### src/rtl/core/skrf_pkg.sv
// ----------------------------------------------------------------------------
// skrf_pkg
// Shared types, constants and the microcode table of the scalar Kalman
// rate filter.
// ----------------------------------------------------------------------------
package skrf_pkg;

  localparam int unsigned DataW   = 32;
  localparam int unsigned VarW    = 31;
  localparam int unsigned ProdW   = 2 * DataW;
  localparam int unsigned PcW     = 5;
  localparam int unsigned CntW    = $clog2(DataW + 1);
  localparam int unsigned CfgIdxW = 2;

  localparam logic [VarW-1:0] ProcessVarReset = 31'd262144;
  localparam logic [VarW-1:0] SensorVarReset  = 31'd32768;
  localparam logic [VarW-1:0] StartVarReset   = 31'd65536000;
  localparam logic [VarW-1:0] VarMax          = {VarW{1'b1}};
  localparam logic [CntW-1:0] DivSteps        = CntW'(DataW);

  typedef enum logic [CfgIdxW-1:0] {
    REG_PROCESS_VAR = 2'd0,
    REG_SENSOR_VAR  = 2'd1,
    REG_START_VAR   = 2'd2
  } cfg_reg_e;

  typedef enum logic {
    KIND_ODOM = 1'b0,
    KIND_GYRO = 1'b1
  } sample_kind_e;

  typedef enum logic [3:0] {
    UOP_NOP,
    UOP_FETCH,
    UOP_GYRO,
    UOP_SEED,
    UOP_CHANGE,
    UOP_MEAN,
    UOP_DENOM,
    UOP_MUL_RM,
    UOP_MUL_PG,
    UOP_ADD,
    UOP_MUL_RP,
    UOP_DIV_START,
    UOP_WRITEBACK,
    UOP_EMIT
  } uop_e;

  typedef enum logic [2:0] {
    COND_NEVER,
    COND_ALWAYS,
    COND_NO_REQ,
    COND_GYRO,
    COND_FIRST,
    COND_DENOM_ZERO,
    COND_DIV_BUSY,
    COND_OUT_BUSY
  } cond_e;

  // program addresses
  localparam logic [PcW-1:0] StepFetch     = 5'd0;
  localparam logic [PcW-1:0] StepDispatch  = 5'd1;
  localparam logic [PcW-1:0] StepFirst     = 5'd2;
  localparam logic [PcW-1:0] StepChange    = 5'd3;
  localparam logic [PcW-1:0] StepMean      = 5'd4;
  localparam logic [PcW-1:0] StepDenom     = 5'd5;
  localparam logic [PcW-1:0] StepMulRm     = 5'd6;
  localparam logic [PcW-1:0] StepMulPg     = 5'd7;
  localparam logic [PcW-1:0] StepAdd       = 5'd8;
  localparam logic [PcW-1:0] StepMulRp     = 5'd9;
  localparam logic [PcW-1:0] StepDivStart  = 5'd10;
  localparam logic [PcW-1:0] StepDivWait   = 5'd11;
  localparam logic [PcW-1:0] StepWriteback = 5'd12;
  localparam logic [PcW-1:0] StepOutWait   = 5'd13;
  localparam logic [PcW-1:0] StepEmit      = 5'd14;
  localparam logic [PcW-1:0] StepGyro      = 5'd15;
  localparam logic [PcW-1:0] StepSeed      = 5'd16;
  localparam logic [PcW-1:0] StepLast      = StepSeed;

  typedef struct packed {
    uop_e           uop;
    cond_e          cond;
    logic [PcW-1:0] target;
  } ctrl_word_t;

  typedef struct packed {
    logic req;
    logic gyro;
    logic first;
    logic denom_zero;
    logic div_busy;
    logic out_busy;
  } status_t;

  // control store: jump to target when cond holds, else fall through
  function automatic ctrl_word_t microcode(input logic [PcW-1:0] pc);
    ctrl_word_t w;
    case (pc)
      StepFetch:     w = '{UOP_FETCH,     COND_NO_REQ,     StepFetch};
      StepDispatch:  w = '{UOP_NOP,       COND_GYRO,       StepGyro};
      StepFirst:     w = '{UOP_NOP,       COND_FIRST,      StepSeed};
      StepChange:    w = '{UOP_CHANGE,    COND_NEVER,      StepFetch};
      StepMean:      w = '{UOP_MEAN,      COND_NEVER,      StepFetch};
      StepDenom:     w = '{UOP_DENOM,     COND_NEVER,      StepFetch};
      StepMulRm:     w = '{UOP_MUL_RM,    COND_DENOM_ZERO, StepOutWait};
      StepMulPg:     w = '{UOP_MUL_PG,    COND_NEVER,      StepFetch};
      StepAdd:       w = '{UOP_ADD,       COND_NEVER,      StepFetch};
      StepMulRp:     w = '{UOP_MUL_RP,    COND_NEVER,      StepFetch};
      StepDivStart:  w = '{UOP_DIV_START, COND_NEVER,      StepFetch};
      StepDivWait:   w = '{UOP_NOP,       COND_DIV_BUSY,   StepDivWait};
      StepWriteback: w = '{UOP_WRITEBACK, COND_NEVER,      StepFetch};
      StepOutWait:   w = '{UOP_NOP,       COND_OUT_BUSY,   StepOutWait};
      StepEmit:      w = '{UOP_EMIT,      COND_ALWAYS,     StepFetch};
      StepGyro:      w = '{UOP_GYRO,      COND_ALWAYS,     StepFetch};
      StepSeed:      w = '{UOP_SEED,      COND_ALWAYS,     StepFetch};
      default:       w = '{UOP_NOP,       COND_ALWAYS,     StepFetch};
    endcase
    return w;
  endfunction

endpackage

### src/rtl/core/skrf_div.sv
// ----------------------------------------------------------------------------
// skrf_div
// Restoring divider, one quotient bit per cycle. The quotient must fit in
// DataW bits, so the upper half of the dividend is below the divisor.
// ----------------------------------------------------------------------------
module skrf_div
  import skrf_pkg::*;
(
  input  logic             clk_i,
  input  logic             rst_ni,
  input  logic             start_i,
  input  logic [ProdW-1:0] dividend_i,
  input  logic [DataW-1:0] divisor_i,
  output logic             busy_o,
  output logic [DataW-1:0] quotient_o
);

  logic [CntW-1:0]  cnt_q;
  logic [DataW-1:0] rem_q, rem_d;
  logic [DataW-1:0] low_q, low_d;
  logic [DataW-1:0] dvsr_q;
  logic [DataW:0]   trial;
  logic [DataW:0]   diff;
  logic             ge;

  assign busy_o     = (cnt_q != '0);
  assign quotient_o = low_q;

  // low_q shifts dividend bits out and quotient bits in
  always_comb begin
    trial = {rem_q, low_q[DataW-1]};
    ge    = (trial >= {1'b0, dvsr_q});
    diff  = trial - {1'b0, dvsr_q};
    rem_d = ge ? diff[DataW-1:0] : trial[DataW-1:0];
    low_d = {low_q[DataW-2:0], ge};
  end

  always_ff @(posedge clk_i or negedge rst_ni) begin
    if (!rst_ni) begin
      cnt_q <= '0;
    end else if (start_i) begin
      cnt_q <= DivSteps;
    end else if (busy_o) begin
      cnt_q <= cnt_q - 1'b1;
    end
  end

  always_ff @(posedge clk_i) begin
    if (start_i) begin
      rem_q  <= dividend_i[ProdW-1:DataW];
      low_q  <= dividend_i[DataW-1:0];
      dvsr_q <= divisor_i;
    end else if (busy_o) begin
      rem_q <= rem_d;
      low_q <= low_d;
    end
  end

endmodule

### src/rtl/core/skrf_seq.sv
// ----------------------------------------------------------------------------
// skrf_seq
// Step counter and control store: fetches one control word per cycle and
// resolves conditional jumps from datapath status.
// ----------------------------------------------------------------------------
module skrf_seq
  import skrf_pkg::*;
(
  input  logic       clk_i,
  input  logic       rst_ni,
  input  status_t    status_i,
  output ctrl_word_t ctrl_o
);

  logic [PcW-1:0] pc_q, pc_d;
  ctrl_word_t     ctrl;
  logic           take;

  assign ctrl   = microcode(pc_q);
  assign ctrl_o = ctrl;

  always_comb begin
    unique case (ctrl.cond)
      COND_NEVER:      take = 1'b0;
      COND_ALWAYS:     take = 1'b1;
      COND_NO_REQ:     take = !status_i.req;
      COND_GYRO:       take = status_i.gyro;
      COND_FIRST:      take = status_i.first;
      COND_DENOM_ZERO: take = status_i.denom_zero;
      COND_DIV_BUSY:   take = status_i.div_busy;
      COND_OUT_BUSY:   take = status_i.out_busy;
      default:         take = 1'b1;
    endcase
    pc_d = take ? ctrl.target : pc_q + 1'b1;
  end

  always_ff @(posedge clk_i or negedge rst_ni) begin
    if (!rst_ni) begin
      pc_q <= StepFetch;
    end else begin
      pc_q <= pc_d;
    end
  end

`ifndef SYNTHESIS
  a_pc_in_program: assert property (@(posedge clk_i) disable iff (!rst_ni)
    pc_q <= StepLast)
    else $error("step counter left the program");

  a_accept_dispatch: assert property (@(posedge clk_i) disable iff (!rst_ni)
    (ctrl.uop == UOP_FETCH && status_i.req) |=> (pc_q == StepDispatch))
    else $error("accepted request not dispatched");
`endif

endmodule

### src/rtl/core/skrf_datapath.sv
// ----------------------------------------------------------------------------
// skrf_datapath
// Filter state, config registers, saturating adders, shared multiplier,
// two dividers and the output register, all steered by the control word.
// ----------------------------------------------------------------------------
module skrf_datapath
  import skrf_pkg::*;
(
  input  logic                    clk_i,
  input  logic                    rst_ni,
  input  ctrl_word_t              ctrl_i,
  output status_t                 status_o,
  input  logic                    cfg_we_i,
  input  logic [CfgIdxW-1:0]      cfg_idx_i,
  input  logic [VarW-1:0]         cfg_data_i,
  input  logic                    in_valid_i,
  output logic                    in_ready_o,
  input  logic                    op_i,
  input  logic signed [DataW-1:0] rate_sample_i,
  output logic                    out_valid_o,
  input  logic                    out_ready_i,
  output logic signed [DataW-1:0] estimate_o,
  output logic [VarW-1:0]         estimate_variance_o
);

  function automatic logic signed [DataW-1:0] sat_sum(input logic signed [DataW:0] s);
    logic signed [DataW-1:0] r;
    if (s[DataW] != s[DataW-1]) begin
      r = s[DataW] ? {1'b1, {(DataW-1){1'b0}}} : {1'b0, {(DataW-1){1'b1}}};
    end else begin
      r = s[DataW-1:0];
    end
    return r;
  endfunction

  logic [VarW-1:0]         process_q, sensor_q, start_q;
  logic signed [DataW-1:0] mean_q, gyro_q, odom_q;
  logic [VarW-1:0]         var_q;
  logic                    first_q;
  sample_kind_e            kind_q;
  logic signed [DataW-1:0] sample_q;
  logic signed [DataW-1:0] chg_q;
  logic [DataW-1:0]        denom_q;
  logic signed [ProdW-1:0] prod_q, acc_q;
  logic                    neg_q;
  logic                    out_valid_q;
  logic signed [DataW-1:0] est_q;
  logic [VarW-1:0]         evar_q;

  logic signed [DataW-1:0] chg_sat, mean_sat;
  logic [DataW-1:0]        pvar_sum;
  logic [VarW-1:0]         pvar;
  logic [DataW-1:0]        denom;
  logic signed [DataW-1:0] mul_a, mul_b;
  logic signed [ProdW-1:0] product;
  logic [ProdW-1:0]        acc_mag;
  logic                    div_start;
  logic                    busy_mean, busy_var;
  logic [DataW-1:0]        q_mean, q_var;
  logic signed [DataW-1:0] mean_wb;

  assign chg_sat  = sat_sum({sample_q[DataW-1], sample_q} - {odom_q[DataW-1], odom_q});
  assign mean_sat = sat_sum({mean_q[DataW-1], mean_q} + {chg_q[DataW-1], chg_q});
  assign pvar_sum = {1'b0, var_q} + {1'b0, process_q};
  assign pvar     = pvar_sum[DataW-1] ? VarMax : pvar_sum[VarW-1:0];
  assign denom    = {1'b0, sensor_q} + {1'b0, var_q};

  // one shared multiplier, operands picked by the step
  always_comb begin
    case (ctrl_i.uop)
      UOP_MUL_PG: begin
        mul_a = {1'b0, var_q};
        mul_b = gyro_q;
      end
      UOP_MUL_RP: begin
        mul_a = {1'b0, sensor_q};
        mul_b = {1'b0, var_q};
      end
      default: begin
        mul_a = {1'b0, sensor_q};
        mul_b = mean_q;
      end
    endcase
  end

  assign product   = ProdW'(mul_a) * ProdW'(mul_b);
  assign acc_mag   = acc_q[ProdW-1] ? ProdW'(-acc_q) : ProdW'(acc_q);
  assign div_start = (ctrl_i.uop == UOP_DIV_START);
  assign mean_wb   = neg_q ? -q_mean : q_mean;

  skrf_div u_div_mean (
    .clk_i      (clk_i),
    .rst_ni     (rst_ni),
    .start_i    (div_start),
    .dividend_i (acc_q),
    .divisor_i  (denom_q),
    .busy_o     (busy_mean),
    .quotient_o (q_mean)
  );

  skrf_div u_div_var (
    .clk_i      (clk_i),
    .rst_ni     (rst_ni),
    .start_i    (div_start),
    .dividend_i (prod_q),
    .divisor_i  (denom_q),
    .busy_o     (busy_var),
    .quotient_o (q_var)
  );

  assign in_ready_o          = (ctrl_i.uop == UOP_FETCH);
  assign out_valid_o         = out_valid_q;
  assign estimate_o          = est_q;
  assign estimate_variance_o = evar_q;

  assign status_o = '{
    req:        in_valid_i,
    gyro:       (kind_q == KIND_GYRO),
    first:      first_q,
    denom_zero: (denom_q == '0),
    div_busy:   busy_mean | busy_var,
    out_busy:   out_valid_q & ~out_ready_i
  };

  // config and filter state
  always_ff @(posedge clk_i or negedge rst_ni) begin
    if (!rst_ni) begin
      process_q   <= ProcessVarReset;
      sensor_q    <= SensorVarReset;
      start_q     <= StartVarReset;
      mean_q      <= '0;
      var_q       <= StartVarReset;
      gyro_q      <= '0;
      odom_q      <= '0;
      first_q     <= 1'b1;
      out_valid_q <= 1'b0;
    end else begin
      if (cfg_we_i) begin
        unique case (cfg_reg_e'(cfg_idx_i))
          REG_PROCESS_VAR: process_q <= cfg_data_i;
          REG_SENSOR_VAR:  sensor_q  <= cfg_data_i;
          REG_START_VAR:   start_q   <= cfg_data_i;
          default: ;
        endcase
      end
      unique case (ctrl_i.uop)
        UOP_GYRO:      gyro_q <= sample_q;
        UOP_SEED: begin
          mean_q  <= sample_q;
          odom_q  <= sample_q;
          var_q   <= start_q;
          first_q <= 1'b0;
        end
        UOP_CHANGE: begin
          odom_q <= sample_q;
          var_q  <= pvar;
        end
        UOP_MEAN:      mean_q <= mean_sat;
        UOP_WRITEBACK: begin
          mean_q <= mean_wb;
          var_q  <= q_var[VarW-1:0];
        end
        default: ;
      endcase
      if (ctrl_i.uop == UOP_EMIT) begin
        out_valid_q <= 1'b1;
      end else if (out_ready_i) begin
        out_valid_q <= 1'b0;
      end
    end
  end

  // working and payload registers
  always_ff @(posedge clk_i) begin
    unique case (ctrl_i.uop)
      UOP_FETCH: begin
        if (in_valid_i) begin
          kind_q   <= sample_kind_e'(op_i);
          sample_q <= rate_sample_i;
        end
      end
      UOP_CHANGE: chg_q   <= chg_sat;
      UOP_DENOM:  denom_q <= denom;
      UOP_MUL_RM: prod_q  <= product;
      UOP_MUL_PG: begin
        acc_q  <= prod_q;
        prod_q <= product;
      end
      UOP_ADD:    acc_q <= acc_q + prod_q;
      UOP_MUL_RP: begin
        prod_q <= product;
        acc_q  <= acc_mag;
        neg_q  <= acc_q[ProdW-1];
      end
      UOP_EMIT: begin
        est_q  <= mean_q;
        evar_q <= var_q;
      end
      default: ;
    endcase
  end

`ifndef SYNTHESIS
  a_var_bounded: assert property (@(posedge clk_i) disable iff (!rst_ni)
    (ctrl_i.uop == UOP_WRITEBACK) |-> (q_var <= {1'b0, sensor_q}))
    else $error("corrected variance above sensor variance");

  a_emit_loads: assert property (@(posedge clk_i) disable iff (!rst_ni)
    (ctrl_i.uop == UOP_EMIT) |=> (out_valid_q && est_q == $past(mean_q)))
    else $error("emit step did not load the estimate");
`endif

endmodule

### src/rtl/core/scalar_kalman_rate_filter_unit.sv
// ----------------------------------------------------------------------------
// scalar_kalman_rate_filter_unit
// One-dimensional Kalman filter for yaw rate, microcoded.
// ----------------------------------------------------------------------------
// A gyro request (op 1) only stores the sample. The first odometry request
// (op 0) after reset seeds the estimate from its sample and the variance
// from start_variance and gives no result. Each later odometry request
// predicts (estimate moves by the odometry change, variance grows by
// process_variance), corrects with the latest gyro sample and returns one
// result. The divide runs in two restoring dividers side by side at one
// quotient bit per cycle, and the result waits while the previous result is
// still held in the output register. When sensor_variance and the predicted
// variance are both zero the divide is skipped. Estimates are signed Q16.16,
// variances unsigned Q15.16, and sums saturate. A finished result waits in
// an output register while the next request is taken.
// Write the config registers only while the block is idle.
// ----------------------------------------------------------------------------
module scalar_kalman_rate_filter_unit
  import skrf_pkg::*;
(
  input  logic                    clk_i,
  input  logic                    rst_ni,
  input  logic                    cfg_we_i,
  input  logic [CfgIdxW-1:0]      cfg_idx_i,
  input  logic [VarW-1:0]         cfg_data_i,
  input  logic                    in_valid_i,
  output logic                    in_ready_o,
  input  logic                    op_i,
  input  logic signed [DataW-1:0] rate_sample_i,
  output logic                    out_valid_o,
  input  logic                    out_ready_i,
  output logic signed [DataW-1:0] estimate_o,
  output logic [VarW-1:0]         estimate_variance_o
);

  ctrl_word_t ctrl;
  status_t    status;

  skrf_seq u_seq (
    .clk_i    (clk_i),
    .rst_ni   (rst_ni),
    .status_i (status),
    .ctrl_o   (ctrl)
  );

  skrf_datapath u_datapath (
    .clk_i               (clk_i),
    .rst_ni              (rst_ni),
    .ctrl_i              (ctrl),
    .status_o            (status),
    .cfg_we_i            (cfg_we_i),
    .cfg_idx_i           (cfg_idx_i),
    .cfg_data_i          (cfg_data_i),
    .in_valid_i          (in_valid_i),
    .in_ready_o          (in_ready_o),
    .op_i                (op_i),
    .rate_sample_i       (rate_sample_i),
    .out_valid_o         (out_valid_o),
    .out_ready_i         (out_ready_i),
    .estimate_o          (estimate_o),
    .estimate_variance_o (estimate_variance_o)
  );

endmodule

### config.mk
export PLATFORM = sky130hd
export DESIGN_NAME = scalar_kalman_rate_filter_unit
export DESIGN_NICKNAME = d
export VERILOG_FILES = /design/src/rtl/core/skrf_pkg.sv /design/src/rtl/core/skrf_div.sv /design/src/rtl/core/skrf_seq.sv /design/src/rtl/core/skrf_datapath.sv /design/src/rtl/core/scalar_kalman_rate_filter_unit.sv
export SDC_FILE = /design/constraint.sdc
export NUM_CORES = 2
export LEC_CHECK = 0
export BUFFER_PORTS_ARGS = -buffer_cell sky130_fd_sc_hd__buf_4
export CAP_MARGIN = 20
export CORE_UTILIZATION = 40
export CTS_CLUSTER_SIZE = 14
export DETAILED_ROUTE_END_ITERATION = 6
export GPL_TIMING_DRIVEN = 0
export SYNTH_ARGS = -nofsm -noshare
export SYNTH_HDL_FRONTEND = slang
export SYNTH_SLANG_ARGS = --single-unit
export TNS_END_PERCENT = 20
### constraint.sdc
create_clock -name clk_i -period 14.27 [get_ports clk_i]
set_input_delay 2.1405 -clock clk_i [delete_from_list [all_inputs] [get_ports clk_i]]
set_output_delay 2.1405 -clock clk_i [all_outputs]
set_load 0.005 [all_outputs]
==> results.md <==
- Status: finished, final reports clean
- WP data arrival: 14290 ps
- CTS Sinks: 688
- Setup crit end kind: flop
- Largest net degree at the start of global routing: 118
- Root Driver: clkbuf_16
- Main flop type after synthesis: edfxtp_1
- I/O pin count: 136
- Global route total overflow: 0
- Syn Inst Count: 7829
- CP startpoint kind: flop
- Area occupied by multi-input gates: 0.0498 sq mm
- Min Hold Slack: 435 ps
- WP data required: 14680 ps
- Fin nets: 9611
- Final period utilization: 97.2%
- Largest area contributor in the netlist: fa_1
- Filler instances: 17800
- CTS max path bufs: 3
- Synth top area cells: fa_1 24%, edfxtp_1 18%, ha_1 9.5%
- GP Congestion: 1.03
- DR pass1 iterations: 6
- Final Util: 44.7%
- Vias in the first global route: 61100
- Commonest cells post-synth: 1007 x inv_1, 945 x nor2_1, 874 x fa_1
- Synth unique cells: 98
- Drt total wl: 310000 um
- Clk slew on worst S/H paths: 60 ps
- Most frequent cell after synthesis: inv_1
- Post-Synthesis Cell Area: 0.0742 sq mm
- Antenna violations before repair: 29
- Biggest regs: u_datapath.acc_q (64), u_datapath.prod_q (64)
- Area Growth Syn to Fin: 10.6%
- Crit Path Max Fanout: 10
- Row count: 157
- Input/output buffers: 135
- Total GRT Usage: 33.1%
- Max Clk Rate: 72.1 MHz
- Post-synth EDFFs: 449
- Vias per cell: 5.75
- Setup violations, final: 0
- Share of layout cells above drive strength 1: 7.75%
- Post-DRT Antenna Nets: 0
- Seq cells post-synth: 688
- Via count: 61100
- Share of Yosys cell area claimed by the top area cell type: 23.6%
- First-pass GRT wire length: 441000 um
- HP Class: flop to flop
- CP max stage cell: clkbuf_1
- Yosys synthesis warning count: 0
- TritonCTS clock tree: yes
- Setup Buffers After CTS: 0
- Tmin final: 13880 ps
- Worst Max-Slew Pin Slew: 1450 ps
- Cell mode on critical path: fa_1
- Clock Skew: 61.4 ps
- Max-Cap Viols: 0
- Final count of hold timing violations: 0
- Post-synth ARST share: 34.7%
- H-tree depth: 3
- Hold buffers post-CTS: 0
- CTS Buf Count: 80
- Syn avg cell area: 9.47 sq um
- Register area share after synthesis: 26.3%
- RSZ-0062 raised after global routing: false
- Chip Width: 433 um
- Die height: 433 um
- Worst path max stage delay: 790 ps
- Worst setup path class: flop to flop
- Core area: 0.184 sq mm
- Hpwl dp: 256000 um
- Syn Nets: 9337
- Worst-skew pair later-pin latency: 730 ps
- DRC: 0
- WL/cell: 29.2 um
- Drt first-iter violations: 6553
- Full die area: 0.187 sq mm
- Worst slew margin: 3.28%
- Initial Util: 40.4%
- Sequential Area: 0.0195 sq mm
- Max Slew Vio Count: 0
per-layer routing:
| metal | track usage [%] | wire, um | share of wire (%) | up-vias |
|---|---|---|---|---|
| met1 | 44.6 | 130000 | 42 | 31200 |
| met3 | 5.30 | 23500 | 7.6 | 586 |
| li1 | - | - | - | 26700 |
| met4 | 15.6 | 17500 | 5.6 | 14 |
| met5 | 0 | 113 | 0.036 | - |
| met2 | 52.0 | 140000 | 45 | 2619 |
final cells by class:
| cell class | count | area share, % |
|---|---|---|
| clock buffers | 105 | 2.68 |
| repair buffers | 193 | 2.12 |
| well taps | 2464 | 3.76 |
| inverters | 1008 | 4.61 |
| flip-flops and latches | 688 | 23.8 |
| clock inverters | 43 | 0.667 |
| multi-input cells | 5779 | 60.7 |
| plain buffers | 353 | 1.69 |
| diodes | 4 | 0.0122 |
stage by stage:
stage	TNS (ps)	instance area (sq um)	setup slack, ps	std cells
6_report	0	82000	394	10600
5_1_grt	0	82000	18.7	10600
4_1_cts	0	82000	256	10600
3_5_place_dp	-110	79200	-95.1	10500
3_3_place_gp	-8240	78300	-976	10400
2_1_floorplan	0	74200	4040	7829
what timing repair did:
item | in CTS | in global routing
setup endpoints to repair | 3 | 8
resized for setup | 0 | 6
gates cloned | 0 | 0
placed cells by master (no fill, tap or decap), types with 158 or more instances in the layout:
cell type and instances:
a21o_1 159, a21oi_1 408, clkbuf_1 305, dfrtp_1 224, edfxtp_1 449, fa_1 874
ha_1 563, inv_1 1007, mux2_2 158, nand2_1 854, nor2_1 944, o21ai_0 319
xnor2_1 229
path summary, 6_finish.rpt:
path | end | slack [ps] | cells after the start | start
setup / recovery | u_datapath.prod_q[57]$_DFFE_PP_ | 390 | 40 | u_seq.pc_q[1]$_DFF_PN0_
hold / removal | u_datapath.u_div_mean.dvsr_q[18]$_DFFE_PP_ | 440 | 0 | u_datapath.denom_q[18]$_DFFE_PN_
setup reg to reg | u_datapath.prod_q[57]$_DFFE_PP_ | 390 | 40 | u_seq.pc_q[1]$_DFF_PN0_
hold reg to reg | u_datapath.u_div_mean.dvsr_q[18]$_DFFE_PP_ | 440 | 0 | u_datapath.denom_q[18]$_DFFE_PN_
max in group asynchronous | u_datapath.var_q[26]$_DFFE_PN0P_ | 11570 | 3 | rst_ni
min in group asynchronous | u_datapath.odom_q[26]$_DFFE_PN0P_ | 1290 | 1 | rst_ni
worst max-delay path, delay by kind of cell (launching register included):
family / cells / cell delay [ps]
muxes: 2 / 900
buffers and inverters: 11 / 3120
adders and majority gates: 10 / 4450
xor gates and xnor gates: 1 / 600
and+or+nand+nor: 5 / 1250
AOI/OAI and AO/OA: 11 / 2670
DFF: 1 / 530
cells by family (layout without fill, tap and decap cells):
group,Yosys count,in the layout,synth area share [%]
AND/OR/NAND/NOR,2303,2303,13.3
adder cells (fa/ha/maj),1446,1446,33.2
AO/OA/AOI/OAI,1443,1443,12.6
buffers and inverters,1362,1702,6.97
flip-flops,688,688,26.3
XOR/XNOR,362,362,4.28
multiplexers,225,225,3.32
other,0,4,0
Power is not shown: default switching activity piles up to over one toggle a cycle in this logic, so the estimate is an artifact.
